<file path="config.mk">
export PLATFORM = sky130hd
export DESIGN_NAME = status_led_pattern_generator_core
export DESIGN_NICKNAME = d
export VERILOG_FILES = /design/src/hdl/slpg_pkg.sv /design/src/hdl/slpg_csr.sv /design/src/hdl/slpg_in_reg.sv /design/src/hdl/slpg_pattern.sv /design/src/hdl/status_led_pattern_generator_core.sv
export SDC_FILE = /design/constraint.sdc
export NUM_CORES = 1
export LEC_CHECK = 0
export ABC_AREA = 1
export BUFFER_PORTS_ARGS = -buffer_cell sky130_fd_sc_hd__buf_2
export CORE_ASPECT_RATIO = 0.9
export CORE_MARGIN = 2
export CORE_UTILIZATION = 35
export DETAILED_ROUTE_END_ITERATION = 8
export GPL_ROUTABILITY_DRIVEN = 0
export PLACE_DENSITY_LB_ADDON = 0.2
export SETUP_SLACK_MARGIN = 0.02
export SYNTH_ARGS = -nofsm -noshare
export SYNTH_HDL_FRONTEND = slang
export SYNTH_SLANG_ARGS = --single-unit
export TNS_END_PERCENT = 5
</file>
<file path="constraint.sdc">
create_clock -name clock -period 2.3 [get_ports clock]
set_input_delay 0.115 -clock clock [delete_from_list [all_inputs] [get_ports clock]]
set_output_delay 0.115 -clock clock [all_outputs]
set_load 0.05 [all_outputs]
</file>
<file path="src/hdl/slpg_pkg.sv">
// shared types, constants and the pattern table for the status led pattern generator
// no dependencies; imported by every module of the block
package slpg_pkg;

   localparam int unsigned TICKS_W = 16;
   localparam int unsigned CSR_INDEX_W = 2;
   localparam int unsigned DATA_BYTES_W = 8;

   localparam logic [CSR_INDEX_W-1:0] CSR_DOUBLE_PULSE = 2'd0;
   localparam logic [CSR_INDEX_W-1:0] CSR_DOUBLE_GAP = 2'd1;
   localparam logic [CSR_INDEX_W-1:0] CSR_FAULT_FIRST = 2'd2;

   localparam logic [TICKS_W-1:0] DOUBLE_PULSE_RESET = 16'd70;
   localparam logic [TICKS_W-1:0] DOUBLE_GAP_RESET = 16'd70;
   localparam logic [TICKS_W-1:0] FAULT_FIRST_RESET = 16'd50;

   localparam logic REQ_TICK = 1'b0;
   localparam logic REQ_SET = 1'b1;

   localparam logic [2:0] PAT_INIT = 3'd0;
   localparam logic [2:0] PAT_IDLE = 3'd1;
   localparam logic [2:0] PAT_OPENING = 3'd2;
   localparam logic [2:0] PAT_OPEN = 3'd3;
   localparam logic [2:0] PAT_CLOSING = 3'd4;
   localparam logic [2:0] PAT_REVERSING = 3'd5;
   localparam logic [2:0] PAT_STOPPED = 3'd6;

   localparam logic [1:0] PHASE_PULSE1 = 2'd0;
   localparam logic [1:0] PHASE_GAP = 2'd1;
   localparam logic [1:0] PHASE_PULSE2 = 2'd2;
   localparam logic [1:0] PHASE_LONG_GAP = 2'd3;

   typedef struct packed {
      logic       req_type;
      logic [3:0] door_state;
      logic       fault_flag;
   } item_type;

   typedef struct packed {
      logic [TICKS_W-1:0] double_pulse_ticks;
      logic [TICKS_W-1:0] double_gap_ticks;
      logic [TICKS_W-1:0] fault_first_pulse_ticks;
   } cfg_type;

   typedef struct packed {
      logic [TICKS_W-1:0] lit;
      logic [TICKS_W-1:0] dark;
      logic               twin;
   } pat_entry_type;

   function automatic pat_entry_type pat_lookup(input logic [2:0] idx);
      pat_entry_type e;
      case (idx)
         PAT_INIT: e = '{lit: 16'd60, dark: 16'd60, twin: 1'b1};
         PAT_IDLE: e = '{lit: 16'd0, dark: 16'd0, twin: 1'b0};
         PAT_OPENING: e = '{lit: 16'hFFFF, dark: 16'd0, twin: 1'b0};
         PAT_OPEN: e = '{lit: 16'd500, dark: 16'd500, twin: 1'b0};
         PAT_CLOSING: e = '{lit: 16'd125, dark: 16'd125, twin: 1'b0};
         PAT_REVERSING: e = '{lit: 16'd125, dark: 16'd125, twin: 1'b0};
         PAT_STOPPED: e = '{lit: 16'd80, dark: 16'd80, twin: 1'b1};
         default: e = '{lit: 16'd80, dark: 16'd80, twin: 1'b1};
      endcase
      return e;
   endfunction

   function automatic logic [2:0] door_to_pattern(input logic [3:0] door);
      logic [2:0] idx;
      if (door > {1'b0, PAT_STOPPED}) begin
         idx = PAT_STOPPED;
      end else begin
         idx = door[2:0];
      end
      return idx;
   endfunction

endpackage

</file>
<file path="src/hdl/slpg_csr.sv">
// configuration registers: pulse, gap and faulted first pulse lengths
// depends on slpg_pkg
module slpg_csr (
   input  logic                           clock,
   input  logic                           reset,
   input  logic                           csr_we,
   input  logic [slpg_pkg::CSR_INDEX_W-1:0] csr_index,
   input  logic [slpg_pkg::TICKS_W-1:0]   csr_wdata,
   output slpg_pkg::cfg_type              cfg
);
   import slpg_pkg::*;

   cfg_type cfg_ff;
   cfg_type cfg_in;

   always_comb begin
      cfg_in = cfg_ff;
      if (csr_we) begin
         case (csr_index)
            CSR_DOUBLE_PULSE: cfg_in.double_pulse_ticks = csr_wdata;
            CSR_DOUBLE_GAP: cfg_in.double_gap_ticks = csr_wdata;
            CSR_FAULT_FIRST: cfg_in.fault_first_pulse_ticks = csr_wdata;
            default: cfg_in = cfg_ff;
         endcase
      end
   end

   always_ff @(posedge clock) begin
      if (reset) begin
         cfg_ff.double_pulse_ticks <= DOUBLE_PULSE_RESET;
         cfg_ff.double_gap_ticks <= DOUBLE_GAP_RESET;
         cfg_ff.fault_first_pulse_ticks <= FAULT_FIRST_RESET;
      end else begin
         cfg_ff <= cfg_in;
      end
   end

   assign cfg = cfg_ff;

endmodule

</file>
<file path="src/hdl/slpg_in_reg.sv">
// input register: holds one accepted request transaction until the pattern stage takes it
// depends on slpg_pkg
module slpg_in_reg (
   input  logic               clock,
   input  logic               reset,
   input  logic               req_tvalid,
   output logic               req_tready,
   input  slpg_pkg::item_type req_item,
   output logic               item_valid,
   output slpg_pkg::item_type item,
   input  logic               item_take
);
   import slpg_pkg::*;

   logic     valid_ff;
   logic     valid_in;
   item_type item_ff;
   logic     load;

   assign req_tready = !valid_ff || item_take;
   assign load = req_tvalid && req_tready;

   always_comb begin
      valid_in = valid_ff;
      if (load) begin
         valid_in = 1'b1;
      end else if (item_take) begin
         valid_in = 1'b0;
      end
   end

   always_ff @(posedge clock) begin
      if (reset) begin
         valid_ff <= 1'b0;
      end else begin
         valid_ff <= valid_in;
      end
   end

   always_ff @(posedge clock) begin
      if (load) begin
         item_ff <= req_item;
      end
   end

   assign item_valid = valid_ff;
   assign item = item_ff;

endmodule

</file>
<file path="src/hdl/slpg_pattern.sv">
// pattern state, next-state logic and the result register
// depends on slpg_pkg
module slpg_pattern (
   input  logic               clock,
   input  logic               reset,
   input  slpg_pkg::cfg_type  cfg,
   input  logic               item_valid,
   input  slpg_pkg::item_type item,
   output logic               item_take,
   output logic               rsp_valid,
   input  logic               rsp_ready,
   output logic               rsp_led
);
   import slpg_pkg::*;

   logic               pvalid_ff, pvalid_in;
   logic [2:0]         index_ff, index_in;
   logic [1:0]         phase_ff, phase_in;
   logic [TICKS_W-1:0] remaining_ff, remaining_in;
   logic               fault_ff, fault_in;
   logic               led_ff, led_in;
   logic               out_valid_ff, out_valid_in;
   logic               out_led_ff;

   logic [2:0]         set_idx;
   logic               changed;
   pat_entry_type      set_e;
   pat_entry_type      tick_e;
   logic [1:0]         step_phase;

   assign item_take = item_valid && (!out_valid_ff || rsp_ready);
   assign set_idx = door_to_pattern(item.door_state);
   assign set_e = pat_lookup(set_idx);
   assign tick_e = pat_lookup(index_ff);
   assign changed = !pvalid_ff || (set_idx != index_ff) || (item.fault_flag != fault_ff);

   always_comb begin
      pvalid_in = pvalid_ff;
      index_in = index_ff;
      phase_in = phase_ff;
      remaining_in = remaining_ff;
      fault_in = fault_ff;
      led_in = led_ff;
      step_phase = phase_ff + 2'd1;
      if (item_take) begin
         if (item.req_type == REQ_SET) begin
            fault_in = item.fault_flag;
            if (changed) begin
               pvalid_in = 1'b1;
               index_in = set_idx;
               if (set_e.lit == '0) begin
                  phase_in = PHASE_GAP;
                  remaining_in = '0;
                  led_in = 1'b0;
               end else begin
                  phase_in = PHASE_PULSE1;
                  remaining_in = set_e.twin ? cfg.double_pulse_ticks : set_e.lit;
                  led_in = 1'b1;
               end
               if (item.fault_flag && (set_idx == PAT_STOPPED)) begin
                  phase_in = PHASE_PULSE1;
                  remaining_in = cfg.fault_first_pulse_ticks;
                  led_in = 1'b1;
               end
            end
         end else if (pvalid_ff) begin
            if ((tick_e.lit == '0) || ((tick_e.dark == '0) && !tick_e.twin)) begin
               if ((tick_e.lit != '0) && (tick_e.dark == '0)) begin
                  led_in = 1'b1;
               end
            end else if (remaining_ff != '0) begin
               remaining_in = remaining_ff - 16'd1;
            end else if (!tick_e.twin) begin
               phase_in = phase_ff ^ 2'd1;
               if ((phase_ff ^ 2'd1) == PHASE_PULSE1) begin
                  remaining_in = tick_e.lit;
                  led_in = 1'b1;
               end else begin
                  remaining_in = tick_e.dark;
                  led_in = 1'b0;
               end
            end else begin
               phase_in = step_phase;
               case (step_phase)
                  PHASE_PULSE1, PHASE_PULSE2: begin
                     remaining_in = cfg.double_pulse_ticks;
                     led_in = 1'b1;
                  end
                  PHASE_GAP: begin
                     remaining_in = cfg.double_gap_ticks;
                     led_in = 1'b0;
                  end
                  default: begin
                     // long gap is four times the table off time
                     remaining_in = {tick_e.dark[TICKS_W-3:0], 2'b00};
                     led_in = 1'b0;
                  end
               endcase
            end
         end
      end
   end

   always_comb begin
      out_valid_in = out_valid_ff;
      if (item_take) begin
         out_valid_in = 1'b1;
      end else if (rsp_ready) begin
         out_valid_in = 1'b0;
      end
   end

   always_ff @(posedge clock) begin
      if (reset) begin
         pvalid_ff <= 1'b0;
         index_ff <= PAT_INIT;
         phase_ff <= PHASE_GAP;
         remaining_ff <= '0;
         fault_ff <= 1'b0;
         led_ff <= 1'b0;
         out_valid_ff <= 1'b0;
      end else begin
         pvalid_ff <= pvalid_in;
         index_ff <= index_in;
         phase_ff <= phase_in;
         remaining_ff <= remaining_in;
         fault_ff <= fault_in;
         led_ff <= led_in;
         out_valid_ff <= out_valid_in;
      end
   end

   always_ff @(posedge clock) begin
      if (item_take) begin
         out_led_ff <= led_in;
      end
   end

   assign rsp_valid = out_valid_ff;
   assign rsp_led = out_led_ff;

endmodule

</file>
<file path="src/hdl/status_led_pattern_generator_core.sv">
// Status LED pattern generator. Each request transaction is either a one-millisecond tick
// (tuser 0) or a door state and fault update (tuser 1); every transaction returns one response
// carrying the LED level after it. The block takes one transaction per clock while the response
// side is not stalled; each response passes through the input register, then through the pattern
// next-state logic into the result register. The response side may stall; the input side keeps
// accepting until both registers hold data. Configuration writes are meant for idle periods only.
// top level; depends on slpg_pkg, slpg_csr, slpg_in_reg and slpg_pattern
module status_led_pattern_generator_core (
   input  logic                             clock,
   input  logic                             reset,
   input  logic                             req_tvalid,
   output logic                             req_tready,
   input  logic [slpg_pkg::DATA_BYTES_W-1:0] req_tdata,  // door_state[3:0], fault_flag[4]
   input  logic                             req_tuser,  // req_type
   output logic                             rsp_tvalid,
   input  logic                             rsp_tready,
   output logic [slpg_pkg::DATA_BYTES_W-1:0] rsp_tdata,  // led_on[0]
   input  logic                             csr_we,
   input  logic [slpg_pkg::CSR_INDEX_W-1:0] csr_index,
   input  logic [slpg_pkg::TICKS_W-1:0]     csr_wdata
);
   import slpg_pkg::*;

   cfg_type  cfg;
   item_type req_item;
   item_type item;
   logic     item_valid;
   logic     item_take;
   logic     rsp_led;

   assign req_item.req_type = req_tuser;
   assign req_item.door_state = req_tdata[3:0];
   assign req_item.fault_flag = req_tdata[4];

   slpg_csr u_csr (
      .clock     (clock),
      .reset     (reset),
      .csr_we    (csr_we),
      .csr_index (csr_index),
      .csr_wdata (csr_wdata),
      .cfg       (cfg)
   );

   slpg_in_reg u_in_reg (
      .clock      (clock),
      .reset      (reset),
      .req_tvalid (req_tvalid),
      .req_tready (req_tready),
      .req_item   (req_item),
      .item_valid (item_valid),
      .item       (item),
      .item_take  (item_take)
   );

   slpg_pattern u_pattern (
      .clock      (clock),
      .reset      (reset),
      .cfg        (cfg),
      .item_valid (item_valid),
      .item       (item),
      .item_take  (item_take),
      .rsp_valid  (rsp_tvalid),
      .rsp_ready  (rsp_tready),
      .rsp_led    (rsp_led)
   );

   assign rsp_tdata = {{(DATA_BYTES_W-1){1'b0}}, rsp_led};

endmodule

</file>
==> impl_metrics.toml, run 1 <==
[die]
start_util_pct = 35.5
ios = 42
rows = 40
die_h_um = 114
core-area_um2 = 13200
die-area_um2 = 14300
die-width_um = 126

[clock_tree]
insertion_delay_ps = 340
h-tree-depth = 3
clk_path_buf_depth = 2
cts_buffers = 9
cts_root_buf = "clkbuf_16"
cts_tree = "yes"
cts-resized-gates = 0
clkTransAtPathRegs_ps = 60
cts.sinks = 81

[worst_setup_path]
cp.required_ps = 2580
critPathTopFamily = "simple AND/OR/NAND/NOR gates"
cp.arrival_ps = 2230
slowest_stage = "edfxtp_1"
cpMostUsedCell = "nand2_1"
endpoint_kind = "flop"
path_buf_inv = 1
cp_cell_sequence = "nor2_2 -> nand2_1 -> nand2_1 -> inv_2 -> nand2_1 -> o21ai_0 -> o21ai_0 -> nand2_1 -> nand2_1 -> nor2_1 -> nor2_1"
worstSetupPathType = "flop to flop"
start_kind = "flop"
crit_path_max_fanout = 11
timing.rr.start = "u_in_reg.item[2]"
max_stage_delay_ps = 480
crit_start = "u_in_reg.item[2]"

[synth]
synth_cell_type_count = 38
synth_flop_cell = "dfxtp_1"
syn_avg_cell_area_um2 = 6.46
yosys-top-cells-count = "nand2_1 (173), nor2_1 (112), o21ai_0 (84)"
synth_most_common_cell = "nand2_1"
async_flop_share_pct = 0
yosysWarnings = 0
yosys-top-cells-area = "dfxtp_1 (32%), nand2_1 (14%), nor2_1 (9.0%)"
seq_area_frac_synth_pct = 36.1
ys_seq_elements = 81
synth_cells = 725
syn_area_um2 = 4690
synth_top_cell_area_share_pct = 31.6
synth_edf_count = 7
yosys.area.top_type = "dfxtp_1"

[timing]
slew_viol_final = 0
setup-tns-final_ps = 0
period_share_pct = 84.8
setup_ws_ps = 350
max_slew.worst_pin.slew_ps = 694
fin_crit_ps = 1950
finalSetupViolCount = 0
hold_ws_ps = 7.15
rsz0062_at_grt = "false"
fmax_mhz = 513
fin_worst_skew_ps = 4.02
slew_headroom_pct = 53.7
hold_viol = 0

[detailed_routing]
vias = 4658
wl_per_cell_um = 14.3
drc = 0
wirelength_um = 13200
vias_per_cell = 5.03
drt_first_pass_iters = 5
ant_nets = 0
drt_iter0_drc = 345

[place]
dp_hpwl_um = 9540
placed_cells = 903
port_buffers = 31
place_ws_ps = 371
place_area_um2 = 4950

[worst_hold_path]
hold_class = "input port to flop"
worstHoldStart = "csr_wdata[6]"

[finish]
drive_gt1_share_pct = 11.6
final_cell_area_um2 = 5300
ff_latch_area_um2 = 1690
final_util_pct = 40.1
areaGrowthSynthToFinish_pct = 13.2
stdcell_count = 926
multi_input_area_um2 = 2530
antenna_cells = 0
nNetsFinal = 790
nFillCells = 1448

[global_route]
antenna_found_initial = 0
grt_max_degree = 68
grt_pass1_wl_um = 22100
overflow = 0
first_global_vias = 4409
grtUsageTotal_pct = 19.1

[power]
power_density_nw_per_um2 = 731
power_mw = 3.87
p_leak_nw = 2.46
peakVddDrop_mv = 0.301

[run_status]
status = "completed"

[job]
maxCapViolCount = 0
-- cells by family after synthesis --
| logic type | Yosys count | synth area share [%] |
|---|---|---|
| AND/OR/NAND/NOR | 373 | 33.7 |
| AO/OA/AOI/OAI | 146 | 17.1 |
| buffers and inverters | 112 | 10.4 |
| flip-flops | 81 | 36.1 |
| XOR/XNOR | 7 | 1.31 |
| adder cells (fa/ha/maj) | 5 | 1.34 |
| other | 1 | 0.0800 |
-- power by group --
| group | switching [mW] | internal, mW | total [mW] |
|---|---|---|---|
| Combinational | 0.614 | 0.294 | 0.908 |
| Clock | 0.600 | 0.797 | 1.40 |
| Sequential | 0.0646 | 1.51 | 1.57 |
-- layout by cell type (no fill, tap or decap), drive strengths merged, types with 2 or more instances in the layout --
| cell | n |
|---|---|
| nand2 | 177 |
| nor2 | 120 |
| o21ai | 92 |
| dfxtp | 74 |
| inv | 73 |
| nand3 | 62 |
| buf | 41 |
| a21oi | 38 |
| clkbuf | 12 |
| o211ai | 8 |
| xor2 | 7 |
| conb | 7 |
| dlygate4sd3 | 7 |
| edfxtp | 7 |
| nor3 | 7 |
| nand4 | 6 |
| ha | 5 |
| clkinv | 5 |
| a22o | 4 |
| o22ai | 2 |
-- sequential cells by signal, summed over array words and instances, names as in the netlist --
register	flops
u_csr.cfg	48
u_pattern.remaining_ff	16
u_in_reg.item	6
u_pattern.index_ff	3
u_pattern.phase_ff	2
u_in_reg.item_valid	1
u_pattern.fault_ff	1
u_pattern.led_ff	1
u_pattern.pvalid_ff	1
u_pattern.rsp_led	1
u_pattern.rsp_valid	1
-- layout make-up --
cell class	instances	share of cell area, %
multi-input combinational	538	47.7
clock buffer	12	4.86
tap	168	3.96
inverter	75	5.38
timing repair buffer	48	5.66
clock inverter	4	0.496
sequential	81	31.9
-- tightest hold or removal path, delay by kind of cell --
family                 cells  cell delay, ps
and+or+nand+nor            2             100
buffers and inverters      1             100
-- path summary, 6_finish.rpt --
check	to	slack, ps	depth (start not counted)
min	u_csr.cfg[22]	7	3
min reg2reg	u_csr.cfg[29]	460	2
max reg2reg	u_pattern.remaining_ff[6]	350	11
max	u_pattern.remaining_ff[6]	350	11
-- timing repair --
action                                 4_1_cts  5_1_grt
endpoints found under the hold margin        7        0
hold buffers                                 7        0
buffers inserted                             0        0
-- layer usage --
layer,vias to the layer above,GRT usage (%),share of wire [%]
met3,22,2.44,4.1
met4,0,6.96,1.9
met2,120,30.6,43
met1,2128,26.5,51
li1,2388,-,-
met5,-,0,0
No activity file was read; power rests on OpenSTA's default activity.
==> inputs of run 2 (changes only) <==
--- a/config.mk
+++ b/config.mk
@@ -5,7 +5,7 @@
 export SDC_FILE = /design/constraint.sdc
 export NUM_CORES = 1
 export LEC_CHECK = 0
-export ABC_AREA = 1
+export ABC_AREA = 0
 export BUFFER_PORTS_ARGS = -buffer_cell sky130_fd_sc_hd__buf_2
 export CORE_ASPECT_RATIO = 0.9
 export CORE_MARGIN = 2
==> constraint.sdc (replaced) <==
create_clock -name clock -period 2 [get_ports clock]
set_input_delay 0.1 -clock clock [delete_from_list [all_inputs] [get_ports clock]]
set_output_delay 0.1 -clock clock [all_outputs]
set_load 0.05 [all_outputs]
==> impl_metrics.toml, run 2 <==
[detailed_routing]
drt_first_pass_iters = 4
wirelength_um = 12900
wl_per_cell_um = 16.2
drt_iter0_drc = 215
vias = 4304
drc = 0
vias_per_cell = 5.40
ant_nets = 0

[finish]
nNetsFinal = 669
areaGrowthSynthToFinish_pct = 27.5
antenna_cells = 0
layout_common_cells = "nand2_1 (126), dfxtp_1 (71), a21oi_1 (64), buf_4 (59), nor2_1 (33)"
final_util_pct = 46.1
final_common_cell = "nand2_1"
largest_register_ffs = 48
drive_gt1_share_pct = 23.2

[timing]
hold_ws_ps = 3.75
setup_ws_ps = -15.4
fin_worst_skew_ps = 7.67
fin_crit_ps = 2020
rsz0062_at_grt = "true"
fmax_mhz = 496
period_share_pct = 101
max_slew.worst_pin.slew_ps = 719
slew_headroom_pct = 51.9
hold_viol = 0
setup-tns-final_ps = -37.7
slew_viol_final = 0
finalSetupViolCount = 4

[synth]
synth_top_cell_area_share_pct = 33.8
synth_cells = 557
syn_avg_cell_area_um2 = 7.87
synth_cell_type_count = 70
yosys-top-cells-count = "nand2_1 (127), dfxtp_1 (74), a21oi_1 (65)"
async_flop_share_pct = 0
synth_flop_cell = "dfxtp_1"
ys_seq_elements = 81
yosys-top-cells-area = "dfxtp_1 (34%), nand2_1 (11%), a21oi_1 (7.4%)"
synth_edf_count = 7
syn_area_um2 = 4380
synth_most_common_cell = "nand2_1"
yosys.area.top_type = "dfxtp_1"
seq_area_frac_synth_pct = 38.6
yosysWarnings = 0

[clock_tree]
h-tree-depth = 3
cts.sinks = 81
clkTransAtPathRegs_ps = 60
cts_tree = "yes"
cts_root_buf = "clkbuf_16"
cts_buffers = 9
clk_path_buf_depth = 2
insertion_delay_ps = 330

[worst_setup_path]
cp.required_ps = 2220
cp.arrival_ps = 2240
timing.rr.start = "u_in_reg.item[3]"
start_kind = "flop"
crit_start = "u_in_reg.item[3]"
r2r-end = "u_pattern.remaining_ff[5]"
endpoint_kind = "flop"
crit_path_max_fanout = 8
rr_worst_depth = 7
rrSetupSlack_ps = -20
worstSetupPathType = "flop to flop"

[global_route]
overflow = 0
antenna_found_initial = 0
grt_max_degree = 35
first_global_vias = 4030
grtUsageTotal_pct = 19.7
grt_pass1_wl_um = 20600

[die]
start_util_pct = 36.2
die_h_um = 110
core-area_um2 = 12100
ios = 42
die-width_um = 122
rows = 38
die-area_um2 = 13400

[job]
maxCapViolCount = 0

[worst_hold_path]
hold_class = "input port to flop"
hold_end = "u_csr.cfg[1]"
hold_depth = 3
worstHoldStart = "csr_wdata[1]"

[place]
place_ws_ps = -136
dp_hpwl_um = 9340
port_buffers = 31

[power]
power_density_nw_per_um2 = 895
peakVddDrop_mv = 0.485
p_leak_nw = 2.15

[run_status]
failed_checks = "negative setup slack"
status = "finished with violations"
==> run 2: layer usage <==
metal / wire, um / global-route usage [%] / share of wire (%)
met5: 0 / 0 / 0
met3: 630 / 2.57 / 4.9
met1: 6370 / 27.7 / 49
met2: 5830 / 31.6 / 45
met4: 109 / 6.08 / 0.84
==> run 2: kinds of logic (layout without fill, tap and decap cells) <==
kind of cell | Yosys count | in the layout | share of synthesized area (%)
compound gates | 173 | 173 | 26.3
xor+xnor | 8 | 8 | 1.60
fa+ha+maj | 5 | 5 | 1.43
buf+inv | 55 | 128 | 6.08
flops | 81 | 81 | 38.6
mux | 1 | 1 | 0.228
other cells | 1 | 7 | 0.0855
simple gates | 233 | 234 | 25.7
==> run 2: metrics by stage <==
step                      std cells  area, um2  power, mW
after floorplan                 563       4410       2.66
after global placement          768       5010       3.11
after detailed placement        768       5010       3.13
after CTS                       792       5460       4.96
after global routing            797       5590       5.24
final                           797       5590       5.00
==> run 2: where the power goes <==
part | internal (mW) | switching (mW) | leakage, nW
Combinational | 0.614 | 0.769 | 1.32
Clock | 1.12 | 0.661 | 0.160
Sequential | 1.74 | 0.0980 | 0.673
==> run 2: worst max-delay path by stage <==
| stage | slack (ps) | to | depth (start not counted) |
|---|---|---|---|
| CTS | -10 | u_pattern.remaining_ff[13] | 6 |
| global placement | -90 | u_pattern.remaining_ff[14] | 6 |
| detailed placement | -140 | u_pattern.remaining_ff[14] | 6 |
| finish | -20 | u_pattern.remaining_ff[5] | 7 |
| floorplan | -50 | u_pattern.remaining_ff[2] | 8 |
| global route | -90 | u_pattern.remaining_ff[5] | 7 |
==> run 2: what timing repair did <==
action                                  in CTS  in global routing
hold buffers                                 7                  0
buffers inserted                             1                  4
gates resized for setup                      8                 26
cloned                                       0                  1
endpoints found under the setup margin      16                 22
hold endpoints to repair                     7                  0
pin swaps                                    3                 13
==> run 2: critical path: stages (launching register included) <==
cell      delay (ps)
edfxtp_1         520
o21ai_1          180
or4b_4           480
o211a_4          180
nand2_4          120
buf_12           140
nor2_4            60
a32o_1           230
==> run 2: final cells by class <==
class,count,area (um2)
repair buffers,102,742
clock inverters,3,43.8
clock buffers,13,283
fillers,1212,6530
multi-input cells,428,2590
well taps,160,200
flip-flops and latches,81,1700
inverters,10,37.5
